===== config.mk =====
export PLATFORM = sky130hd
export DESIGN_NAME = key_press_classifier_unit
export DESIGN_NICKNAME = d
export VERILOG_FILES = /design/src/hdl/kpc_pkg.sv /design/src/hdl/key_press_classifier_unit.sv
export SDC_FILE = /design/constraint.sdc
export NUM_CORES = 1
export LEC_CHECK = 0
export ABC_AREA = 0
export BUFFER_PORTS_ARGS = -buffer_cell sky130_fd_sc_hd__buf_2
export CAP_MARGIN = 0
export CORE_MARGIN = 2
export CORE_UTILIZATION = 63
export DETAILED_ROUTE_END_ITERATION = 12
export PLACE_DENSITY = 0.82
export SYNTH_ARGS = -nofsm -noshare
export SYNTH_HDL_FRONTEND = slang
export SYNTH_SLANG_ARGS = --single-unit

===== constraint.sdc =====
create_clock -name clk -period 3.53 [get_ports clk]
set_input_delay 0.1765 -clock clk [delete_from_list [all_inputs] [get_ports clk]]
set_output_delay 0.1765 -clock clk [all_outputs]
set_load 0.02 [all_outputs]

===== src/hdl/kpc_pkg.sv =====
`timescale 1ns / 1ps

package kpc_pkg;

    // default counter width and the auto-repeat gap above the long threshold
    localparam int COUNT_WIDTH_DEFAULT = 8;
    localparam int REPEAT_GAP          = 15;

    // configuration register widths and reset values
    localparam int          CFG_WIDTH        = 8;
    localparam int          CFG_INDEX_WIDTH  = 2;
    localparam logic [7:0]  LONG_PRESS_RESET = 8'd50;
    localparam logic [7:0]  HOLD_LIMIT_RESET = 8'd255;

    // register indexes
    localparam logic [CFG_INDEX_WIDTH-1:0] REG_LONG_PRESS = 2'd0;
    localparam logic [CFG_INDEX_WIDTH-1:0] REG_HOLD_LIMIT = 2'd1;

    // event codes
    localparam logic [1:0] EV_NONE   = 2'd0;
    localparam logic [1:0] EV_SHORT  = 2'd1;
    localparam logic [1:0] EV_LONG   = 2'd2;
    localparam logic [1:0] EV_REPEAT = 2'd3;

    // one scan tick: active-low key levels
    typedef struct packed {
        logic mode_key_level;
        logic up_key_level;
        logic down_key_level;
    } key_levels_t;

    // one result word: event pulses
    typedef struct packed {
        logic [1:0] combo_event;
        logic [1:0] mode_event;
        logic [1:0] up_event;
        logic [1:0] down_event;
    } key_events_t;

endpackage


===== src/hdl/key_press_classifier_unit.sv =====
`timescale 1ns / 1ps

// an accepted tick word's result word is registered and valid in the next cycle
// throughput: one tick word per cycle; the only hold-off is a stalled result register
// each accepted tick updates the four hold counters and the result register in a single pass
// reset: hold counters clear, result register empties, long press 50, hold limit 255
// a result word waiting on a stall blocks the next tick only while it is not taken
module key_press_classifier_unit
    import kpc_pkg::*;
#(
    parameter int COUNT_WIDTH = COUNT_WIDTH_DEFAULT
)
(
    input  logic                       clk,
    input  logic                       rst_n,
    input  logic                       cfg_we,
    input  logic [CFG_INDEX_WIDTH-1:0] cfg_index,
    input  logic [CFG_WIDTH-1:0]       cfg_data,
    input  logic                       key_valid,
    output logic                       key_stall,
    input  key_levels_t                key_word,
    output logic                       result_valid,
    input  logic                       result_stall,
    output key_events_t                result_word
);

    // compare width holds counters, config values and long press plus the repeat gap
    localparam int CMP_W = ((COUNT_WIDTH > CFG_WIDTH) ? COUNT_WIDTH : CFG_WIDTH) + 1;
    localparam logic [CMP_W-1:0] COUNT_TOP = CMP_W'((1 << COUNT_WIDTH) - 1);
    localparam logic [CMP_W-1:0] GAP_X     = CMP_W'(REPEAT_GAP);

    logic [CFG_WIDTH-1:0]   long_press_reg;
    logic [CFG_WIDTH-1:0]   hold_limit_reg;
    logic [COUNT_WIDTH-1:0] combo_hold_count_reg, combo_hold_count_next;
    logic [COUNT_WIDTH-1:0] mode_hold_count_reg,  mode_hold_count_next;
    logic [COUNT_WIDTH-1:0] up_hold_count_reg,    up_hold_count_next;
    logic [COUNT_WIDTH-1:0] down_hold_count_reg,  down_hold_count_next;
    logic                   result_valid_reg;
    key_events_t            result_word_reg, result_word_next;

    logic             key_accept;
    logic [CMP_W-1:0] lp_x;
    logic [CMP_W-1:0] cap_x;

    // ordinary key without repeat: returns event, updates count
    function automatic logic [1:0] plain_key(
        input  logic                   pressed,
        input  logic [COUNT_WIDTH-1:0] cnt,
        input  logic [CMP_W-1:0]       lp,
        input  logic [CMP_W-1:0]       cap,
        output logic [COUNT_WIDTH-1:0] cnt_next
    );
        logic [CMP_W-1:0] cx;
        logic [1:0]       ev;
        cx       = CMP_W'(cnt);
        ev       = EV_NONE;
        cnt_next = cnt;
        if (pressed)
        begin
            if (cx < cap)
            begin
                cnt_next = cnt + COUNT_WIDTH'(1);
                if ((cx + CMP_W'(1)) == lp)
                begin
                    ev = EV_LONG;
                end
            end
        end
        else
        begin
            if ((cx != '0) && (cx < lp))
            begin
                ev = EV_SHORT;
            end
            cnt_next = '0;
        end
        return ev;
    endfunction

    // handshake
    assign key_accept   = key_valid && !key_stall;
    assign key_stall    = result_valid_reg && result_stall;
    assign result_valid = result_valid_reg;
    assign result_word  = result_word_reg;

    // effective cap and threshold
    assign lp_x  = CMP_W'(long_press_reg);
    assign cap_x = (CMP_W'(hold_limit_reg) < COUNT_TOP) ? CMP_W'(hold_limit_reg) : COUNT_TOP;

    // per-tick counter and event update
    always_comb
    begin
        logic             mode_p;
        logic             up_p;
        logic             down_p;
        logic             singles;
        logic [CMP_W-1:0] combo_x;
        logic [CMP_W-1:0] mode_x;
        logic [CMP_W-1:0] mode_inc_x;

        mode_p  = !key_word.mode_key_level;
        up_p    = !key_word.up_key_level;
        down_p  = !key_word.down_key_level;
        singles = 1'b1;
        combo_x = CMP_W'(combo_hold_count_reg);
        mode_x  = CMP_W'(mode_hold_count_reg);
        mode_inc_x = mode_x + CMP_W'(1);

        result_word_next       = '0;
        combo_hold_count_next  = combo_hold_count_reg;
        mode_hold_count_next   = mode_hold_count_reg;
        up_hold_count_next     = up_hold_count_reg;
        down_hold_count_next   = down_hold_count_reg;

        // combo of mode and up
        if (mode_p && up_p)
        begin
            if (combo_x < cap_x)
            begin
                combo_hold_count_next = combo_hold_count_reg + COUNT_WIDTH'(1);
                if ((combo_x + CMP_W'(1)) == lp_x)
                begin
                    result_word_next.combo_event = EV_LONG;
                end
            end
            singles = 1'b0;
        end
        else
        begin
            if ((combo_x != '0) && (combo_x < lp_x))
            begin
                result_word_next.combo_event = EV_SHORT;
                singles = 1'b0;
            end
            combo_hold_count_next = '0;
        end

        // single keys
        if (singles)
        begin
            if (mode_p)
            begin
                if (mode_x < cap_x)
                begin
                    mode_hold_count_next = mode_hold_count_reg + COUNT_WIDTH'(1);
                    if (mode_inc_x == lp_x)
                    begin
                        result_word_next.mode_event = EV_LONG;
                    end
                    else if (mode_inc_x > (lp_x + GAP_X))
                    begin
                        result_word_next.mode_event = EV_REPEAT;
                        mode_hold_count_next = COUNT_WIDTH'(long_press_reg);
                    end
                end
            end
            else
            begin
                if ((mode_x != '0) && (mode_x < lp_x))
                begin
                    result_word_next.mode_event = EV_SHORT;
                end
                mode_hold_count_next = '0;
            end
            result_word_next.up_event = plain_key(up_p, up_hold_count_reg, lp_x, cap_x,
                                                  up_hold_count_next);
            result_word_next.down_event = plain_key(down_p, down_hold_count_reg, lp_x, cap_x,
                                                    down_hold_count_next);
        end
    end

    // configuration registers
    always_ff @(posedge clk or negedge rst_n)
    begin
        if (!rst_n)
        begin
            long_press_reg <= LONG_PRESS_RESET;
            hold_limit_reg <= HOLD_LIMIT_RESET;
        end
        else if (cfg_we)
        begin
            case (cfg_index)
                REG_LONG_PRESS: long_press_reg <= cfg_data;
                REG_HOLD_LIMIT: hold_limit_reg <= cfg_data;
                default: ;
            endcase
        end
    end

    // hold counters
    always_ff @(posedge clk or negedge rst_n)
    begin
        if (!rst_n)
        begin
            combo_hold_count_reg <= '0;
            mode_hold_count_reg  <= '0;
            up_hold_count_reg    <= '0;
            down_hold_count_reg  <= '0;
        end
        else if (key_accept)
        begin
            combo_hold_count_reg <= combo_hold_count_next;
            mode_hold_count_reg  <= mode_hold_count_next;
            up_hold_count_reg    <= up_hold_count_next;
            down_hold_count_reg  <= down_hold_count_next;
        end
    end

    // result register valid
    always_ff @(posedge clk or negedge rst_n)
    begin
        if (!rst_n)
        begin
            result_valid_reg <= 1'b0;
        end
        else if (key_accept)
        begin
            result_valid_reg <= 1'b1;
        end
        else if (!result_stall)
        begin
            result_valid_reg <= 1'b0;
        end
    end

    // result register payload
    always_ff @(posedge clk)
    begin
        if (key_accept)
        begin
            result_word_reg <= result_word_next;
        end
    end

    // an accepted tick always leaves a result word behind
    assert property (@(posedge clk) disable iff (!rst_n)
        key_accept |=> result_valid)
        else $error("accepted tick word produced no result word");

    // combo held freezes the single-key counters
    assert property (@(posedge clk) disable iff (!rst_n)
        (key_accept && !key_word.mode_key_level && !key_word.up_key_level)
        |=> ($stable(mode_hold_count_reg) && $stable(up_hold_count_reg)
             && $stable(down_hold_count_reg)))
        else $error("single-key counter moved while combo held");

    // combo held gives no single-key events
    assert property (@(posedge clk) disable iff (!rst_n)
        (key_accept && !key_word.mode_key_level && !key_word.up_key_level)
        |=> (result_word_reg.mode_event == EV_NONE && result_word_reg.up_event == EV_NONE
             && result_word_reg.down_event == EV_NONE))
        else $error("single-key event while combo held");

    // a repeat reloads the mode counter with the long threshold
    assert property (@(posedge clk) disable iff (!rst_n)
        (key_accept && result_word_next.mode_event == EV_REPEAT)
        |=> (mode_hold_count_reg == COUNT_WIDTH'(long_press_reg)))
        else $error("mode counter not reloaded on repeat");

    // a long up event lands exactly on the threshold
    assert property (@(posedge clk) disable iff (!rst_n)
        (key_accept && result_word_next.up_event == EV_LONG)
        |=> (CMP_W'(up_hold_count_reg) == CMP_W'(long_press_reg)))
        else $error("up long event off threshold");

endmodule


== Word-level counts from Yosys, hierarchy flattened ==
Index checks and enable logic that the tools add are counted.

* Bits in registers: 57

* Equality and inequality tests: 7
* Order comparisons: 10
* Add/subtract/negate cells: 9
* Multiplexer cells: 32
* Reductions and logical operators: 24

{| class="wikitable"
|+ Operators with widths
! operator !! number
|-
| $mux 8 || 11
|-
| $lt 8x8->1 || 8
|-
| $add 8x1->9 const B || 4
|-
| $eq 9x8->1 || 4
|-
| $add 8x1->8 const B || 4
|-
| $reduce_bool 8->1 || 4
|-
| $mux 2 || 13
|-
| $add 8x4->9 const B || 1
|-
| $gt 9x9->1 || 1
|-
| $reduce_and 3->1 || 3
|-
| $lt 8x8->1 const B || 1
|-
| $mux 1 || 8
|-
| $logic_and 1x1->1 || 7
|-
| $reduce_and 2->1 || 3
|-
| $reduce_bool 2->1 || 3
|-
| $ne 2x1->1 const B || 2
|-
| $logic_not 1->1 || 3
|-
| $eq 2x1->1 const B || 1
|-
| $logic_not 2->1 || 1
|}

== Depth between registers and ports, before layout ==
Gate-level depths: netlist of the first run.

* Word-level depth: 6
* Depth in mapped cells: 17
* Gate-level depth less buffers: 14

== Worst setup path before layout of the first run ==
Ideal clock, no wire load.

* Kind: register -> register
* Start point: reg long_press_reg[1]
* End point: reg mode_hold_count_reg[5]
* Required time: 3.401 ns
* Cell stages (with the launch flop): 18
* Path slack: 0.337 ns
* Arrival time: 3.064 ns
* Path buffers: 3
* Setup time: 0.129 ns
* Cells stage by stage: dfstp_2 > clkbuf_1 > inv_1 > ha_1 > nand3_1 > nand3_1 > xnor2_1 > ha_1 > a21o_1 > a21o_1 > a21oi_1 > o21ai_0 > o31ai_1 > nand2b_1 > buf_6 > buf_12 > mux2i_1 > o22ai_1

* Cells in the longest elaborated chain, start to end: 6
* Elaborated cells on any way between the ends: 12
* Those cells by class: 1 x add/sub; 2 x order compare; 1 x eq/ne; 6 x mux; 2 x reduce/logical

{| class="wikitable"
|+ Ends and longest elaborated chain
! item !! RTL line !! RTL
|-
| start: declaration || key_press_classifier_unit.sv:32 || <nowiki>logic [CFG_WIDTH-1:0] long_press_reg;</nowiki>
|-
| start signal: assignment || key_press_classifier_unit.sv:183 || <nowiki>REG_LONG_PRESS: long_press_reg <= cfg_data;</nowiki>
|-
| $add 8x4->9 || key_press_classifier_unit.sv:150 || <nowiki>else if (mode_inc_x > (lp_x + GAP_X))</nowiki>
|-
| $gt 9x9->1 || key_press_classifier_unit.sv:150 ||
|-
| $mux 8 || key_press_classifier_unit.sv:150 ||
|-
| $mux 8 || key_press_classifier_unit.sv:146 || <nowiki>if (mode_inc_x == lp_x)</nowiki>
|-
| $mux 8 || key_press_classifier_unit.sv:143 || <nowiki>if (mode_x < cap_x)</nowiki>
|-
| $mux 8 || key_press_classifier_unit.sv:141 || <nowiki>if (mode_p)</nowiki>
|-
| end signal: assignment || key_press_classifier_unit.sv:203 || <nowiki>mode_hold_count_reg <= mode_hold_count_next;</nowiki>
|-
| end: declaration || key_press_classifier_unit.sv:35 || <nowiki>logic [COUNT_WIDTH-1:0] mode_hold_count_reg, mode_hold_count_next;</nowiki>
|}

Several ways; a longest one is shown, not always the timed one. The select of a mux whose other input is x is not followed.
A chain may end at the register's enable or synchronous reset.

== Worst setup path in the final report of the first run ==
* Start point: reg long_press_reg[5]
* End point: reg mode_hold_count_reg[2]

Same word-level chain as after synthesis.

==> metrics, run 1 <==
CTS tree=yes; Die Y=95.6 um; Area growth syn-to-layout=8.45%; startpoint types=register; area of the multi-input gates=3490 um^2; Fin Clk Skew=0.00978 ns; Routability Congestion=0.940; combinational group share of total power=48.8%; net count after synthesis=704; fin. max-slew vios=0; status=complete, no violations; R2R Path End=mode_hold_count_reg[2]; Worst-path clk slew=0.08 ns; most area-hungry cell type in the Yosys netlist=ha_1; share of cells above drive strength 1=13.8%; Pleak=2.63 nW; GRT Resource Usage Total=34.8%; Seq pwr share=32.4%; crit path max fanout=12; CTS resizes=0; Required @ worst endpoint=3.74 ns; H-tree depth=3; maximum number of pins on one net before global-route repair=31; Slew Limit Headroom=35.4%; P_sw=1.45 mW; clock latency at the later pin of the worst-skew pair=0.35 ns; # clock sinks=57; VDD IR max=0.401 mV; Seq/Total Area, Yosys=28.0%; # rows=33; hold endpoint=long_press_reg[2]; Final Hold Fails=0; WL/cell=19.9 um; total CTS buffers=9; Root Driver=clkbuf_8; worst-path cell chain=inv_1, nor3_1, nand2_1, xnor2_1, ha_1, nand4_1, o21ai_0, o31ai_1, nand2b_1, buf_4, o311ai_0; critical setup path kind=register to register; top-level port count=28; Post-Syn Area per Cell=8.70 um^2; vias=4900; Least-Margin Pin Slew=0.964 ns; Nets=730; Starting Density=64.7%; crit end category=register; vias in the first global route=4723; fin crit period=3.17 ns; antenna violations before repair=0; Reg area=1480 um^2; Power Internal=1.81 mW; fin util=70.2%; Crit path largest cell delay=0.73 ns; prevailing post-synth register cell=dfrtp_1; DRC=0; Post-Syn Area=5290 um^2; Clk pwr share=18.7%; unrepaired setup endpoints after global routing=no; total wire length=14.8 mm; Yosys top cell area share=18.5%; ant diodes=0; die width=95.6 um; die area=9140 um^2; largest cells by area after synthesis=ha_1 18%, dfrtp_1 18%, dfstp_2 5.5%; first drt pass iteration count=6; MaxCap Viol Count=0; setup tns final=0 ns; count leader, synth=ha_1; Final setup viols=0; top cell family by delay on the critical path=compound AO/OA/AOI/OAI gates; cells after synthesis=608; Antenna Nets Post-Route=0; HPWL Detailed=10.9 mm; Syn. warnings=0; Max Fclk=0.316 GHz; Worst Path Arrival=3.37 ns; Fill cells=632; hold path startpoint=cfg_data[2]; Port Buffers=27; FF-to-FF Start=long_press_reg[5]; Cell Pwr Density=569 nW/um^2; ys async rst share=86.0%; Slowest-stage cell, CP=dfstp_2; EDFF count, synth=8; clk buf depth=2; Worst Reg2Reg Path Length in Cells=11; synth unique cells=57; drt initial violations=354; switching share of total power=44.6%; Core Region=8180 um^2; synthesized flop and latch total=57; FF-to-FF setup slack=0.36 ns; vias per cell=6.59; placed instance area=5540 um^2; Congestion Overflow GR=0; most frequent cells after synthesis=78 x ha_1, 49 x nand2_1, 45 x o21ai_0; Crit path buffers/inverters=2; Hold WC Path Type=primary input to register; final period utilization=89.7%; fin area=5740 um^2; total power=3.26 mW; first-pass GRT wire length=23.9 mm; hold path cells=3
==> worst reg2reg max path: cells and delay by family (launching register included) <==
kind                     cells  cell delay (ns)
AO/OA/AOI/OAI                3             0.75
XOR/XNOR                     1             0.15
adder cells (fa/ha/maj)      1             0.30
buffers and inverters        2             0.41
flip-flops                   1             0.73
AND/OR/NAND/NOR              4             0.69
==> through the flow <==
stage	std cells	hold WS, ns	setup WS, ns
after global placement	727	0.156	0.520
final	744	0.0450	0.365
after CTS	744	0.0383	0.419
after detailed placement	727	0.159	0.440
after global routing	744	0.0449	0.0597
after floorplan	608	-0.119	0.337
==> worst max path at each step <==
stage / start / endpoint / slack [ns] / depth (start not counted)
global placement: long_press_reg[1] / mode_hold_count_reg[0] / 0.52 / 15
floorplan: long_press_reg[1] / mode_hold_count_reg[5] / 0.34 / 17
global route: long_press_reg[5] / mode_hold_count_reg[0] / 0.06 / 11
detailed placement: long_press_reg[5] / mode_hold_count_reg[2] / 0.44 / 11
CTS: long_press_reg[5] / mode_hold_count_reg[2] / 0.42 / 11
finish: long_press_reg[5] / mode_hold_count_reg[2] / 0.36 / 11
==> layer usage <==
metal	up-vias	track usage, %	wire length [um]	share of wire (%)
li1	2278	-	-	-
met1	2315	44.8	6110	41
met2	241	55.3	6860	46
met3	66	6.56	1150	7.8
met4	0	18.2	696	4.7
met5	-	0	0	0
==> power groups by stage <==
stage                     Combinational, mW  Clock [mW]  Sequential [mW]
after floorplan                        1.20           0            0.951
after global placement                 1.48           0             1.05
after detailed placement               1.53           0             1.06
after CTS                              1.56       0.619             1.05
after global routing                   1.78       0.651             1.08
final                                  1.59       0.610             1.06
==> cell families (layout without fill, tap and decap cells) <==
logic type / Yosys count / after routing / synth area share (%)
buffers and inverters: 73 / 104 / 5.99
adders and majority gates: 78 / 78 / 18.5
and+or+nand+nor: 185 / 185 / 18.3
DFF: 57 / 57 / 28.0
muxes: 17 / 17 / 3.43
xor gates and xnor gates: 39 / 39 / 6.46
AOI/OAI and AO/OA: 159 / 159 / 19.4
==> cell type report <==
cell class                      count  share of cell area, %
Clock buffer                       12                   2.90
Clock inverter                      4                  0.414
Sequential cell                    57                   25.8
Timing Repair Buffer               47                   5.02
Multi-Input combinational cell    478                   60.9
Tap cell                          105                   2.29
Inverter                           41                   2.68
==> layout by cell type (no fill, tap or decap), types with 12 or more instances in the layout <==
master | synthesis | final
ha_1 | 78 | 78
buf_4 | 4 | 19
o21ai_0 | 45 | 45
dfrtp_1 | 38 | 38
nand2b_1 | 19 | 19
nor2_1 | 29 | 29
nand3_1 | 18 | 18
nand4_1 | 12 | 12
inv_1 | 41 | 41
xnor2_1 | 29 | 29
a21oi_1 | 31 | 31
buf_2 | 3 | 27
nand2_1 | 49 | 49
o31ai_1 | 15 | 15
==> repair_timing <==
| action | CTS | global route |
|---|---|---|
| hold endpoints to repair | 19 | 0 |
| buffers inserted | 0 | 0 |
| hold buffers | 1 | 0 |
Power figures use the tool's default switching activity.
==> run 2: changes to the inputs <==
--- a/config.mk
+++ b/config.mk
@@ -8,10 +8,12 @@
 export ABC_AREA = 0
 export BUFFER_PORTS_ARGS = -buffer_cell sky130_fd_sc_hd__buf_2
 export CAP_MARGIN = 0
+export CELL_PAD_IN_SITES_DETAIL_PLACEMENT = 1
+export CELL_PAD_IN_SITES_GLOBAL_PLACEMENT = 1
 export CORE_MARGIN = 2
-export CORE_UTILIZATION = 63
+export CORE_UTILIZATION = 35
 export DETAILED_ROUTE_END_ITERATION = 12
-export PLACE_DENSITY = 0.82
+export PLACE_DENSITY_LB_ADDON = 0.1
 export SYNTH_ARGS = -nofsm -noshare
 export SYNTH_HDL_FRONTEND = slang
 export SYNTH_SLANG_ARGS = --single-unit
==> constraint.sdc (replaced) <==
create_clock -name clk -period 3.85 [get_ports clk]
set_input_delay 0.1925 -clock clk [delete_from_list [all_inputs] [get_ports clk]]
set_output_delay 0.1925 -clock clk [all_outputs]
set_load 0.02 [all_outputs]
==> metrics, run 2 (same netlist as run 1, synthesis figures left out) <==
Port Buffers=27; Least-Margin Pin Slew=0.991 ns; Pleak=2.68 nW; crit path max fanout=13; Routability Congestion=0.853; Congestion Overflow GR=0; MaxCap Viol Count=0; clock latency at the later pin of the worst-skew pair=0.35 ns; vias in the first global route=5050; Nets=728; vias=4741; Root Driver=clkbuf_16; setup tns final=0 ns; Core Region=14600 um^2; vias per cell=5.77; Worst Reg2Reg Path Length in Cells=15; Final setup viols=0; die area=16100 um^2; antenna violations before repair=0; fin crit period=3.43 ns; Area growth syn-to-layout=12.3%; ant diodes=0; Hold WC Path Type=primary input to register; total wire length=17.9 mm; final period utilization=89.2%; die width=127 um; GRT Resource Usage Total=23.6%; drt initial violations=268; Starting Density=36.1%; CTS tree=yes; status=complete, no violations; Slew Limit Headroom=33.6%; Fill cells=1732; share of cells above drive strength 1=13.7%; clk buf depth=2; Max Fclk=0.291 GHz; critical setup path kind=register to register; Final Hold Fails=0; first drt pass iteration count=4; dpl ws=0.281 ns; startpoint types=register; Cell Pwr Density=559 nW/um^2; Fin Clk Skew=0.00903 ns; total CTS buffers=9; Antenna Nets Post-Route=0; HPWL Detailed=13.3 mm; VDD IR max=0.234 mV; hold path cells=2; top-level port count=28; maximum number of pins on one net before global-route repair=28; # rows=44; Required @ worst endpoint=4.05 ns; Reg area=1480 um^2; H-tree depth=3; crit end category=register; Worst-path clk slew=0.06 ns; first-pass GRT wire length=28.8 mm; # clock sinks=57; area of the multi-input gates=3490 um^2; commonest non-fill, non-tap cells in the layout=78 x ha_1, 49 x nand2_1, 45 x o21ai_0; DRC=0; Die Y=127 um; fin. max-slew vios=0; post-route setup slack=0.416 ns; leading cell type in the layout, fill and taps excluded=ha_1; Worst Path Arrival=3.64 ns; WL/cell=21.8 um; total power=3.32 mW; unrepaired setup endpoints after global routing=no
run 2: repair_timing:
item                       4_1_cts  5_1_grt
resized for setup                0        1
setup buffers                    0        0
hold buffers                     1        0
hold endpoints to repair        20        0
setup endpoints to repair        0        3
run 2: per-layer routing:
layer | GRT usage (%) | vias up | share of wire, %
met1 | 29.9 | 2377 | 45
met5 | 0 | - | 0
li1 | - | 2265 | -
met3 | 2.74 | 27 | 3.0
met2 | 40.6 | 72 | 49
met4 | 10.1 | 0 | 2.8
run 2: path summary, 6_finish.rpt:
kind,startpoint,end,slack (ns)
max,long_press_reg[1],mode_hold_count_reg[3],0.42
min,key_valid,result_valid,0.06
max reg2reg,long_press_reg[1],mode_hold_count_reg[3],0.42
min reg2reg,result_valid,result_valid,0.52
max in group asynchronous,rst_n,long_press_reg[1],2.57
min in group asynchronous,rst_n,mode_hold_count_reg[2],0.41
run 2: critical path, stage by stage (launching register included):
cell      delay (ns)
dfstp_2         0.61
inv_1           0.16
ha_1            0.24
nand3_1         0.14
nand3_1         0.11
xnor2_1         0.14
ha_1            0.33
a21o_1          0.18
a21o_1          0.16
a21oi_1         0.12
o21ai_0         0.09
o31ai_1         0.15
nand2b_2        0.43
buf_4           0.19
nand3_1         0.07
o311ai_0        0.14
run 2: power breakdown:
group	internal [mW]	total (mW)	switching, mW
clock network	0.537	0.850	0.312
registers	0.745	0.978	0.233
logic	0.620	1.49	0.869
total	1.90	3.32	1.41
run 2: metrics by stage:
step | std cells | hold slack [ns] | instance area [um^2] | util [%]
2_1_floorplan | 608 | -0.103 | 5290 | -
3_3_place_gp | 804 | 0.250 | 5620 | 38.4
3_5_place_dp | 804 | 0.258 | 5620 | 38.4
4_1_cts | 821 | 0.0457 | 5930 | 40.5
5_1_grt | 821 | 0.0777 | 5940 | 40.5
6_report | 821 | 0.0608 | 5940 | 40.5
run 2: layout make-up:
class / instances / share of cell area (%)
clock buffers: 11 / 4.28
clock inverters: 5 / 0.864
multi-input cells: 478 / 58.9
well taps: 184 / 3.88
repair buffers: 45 / 4.59
flip-flops and latches: 57 / 24.9
inverters: 41 / 2.59
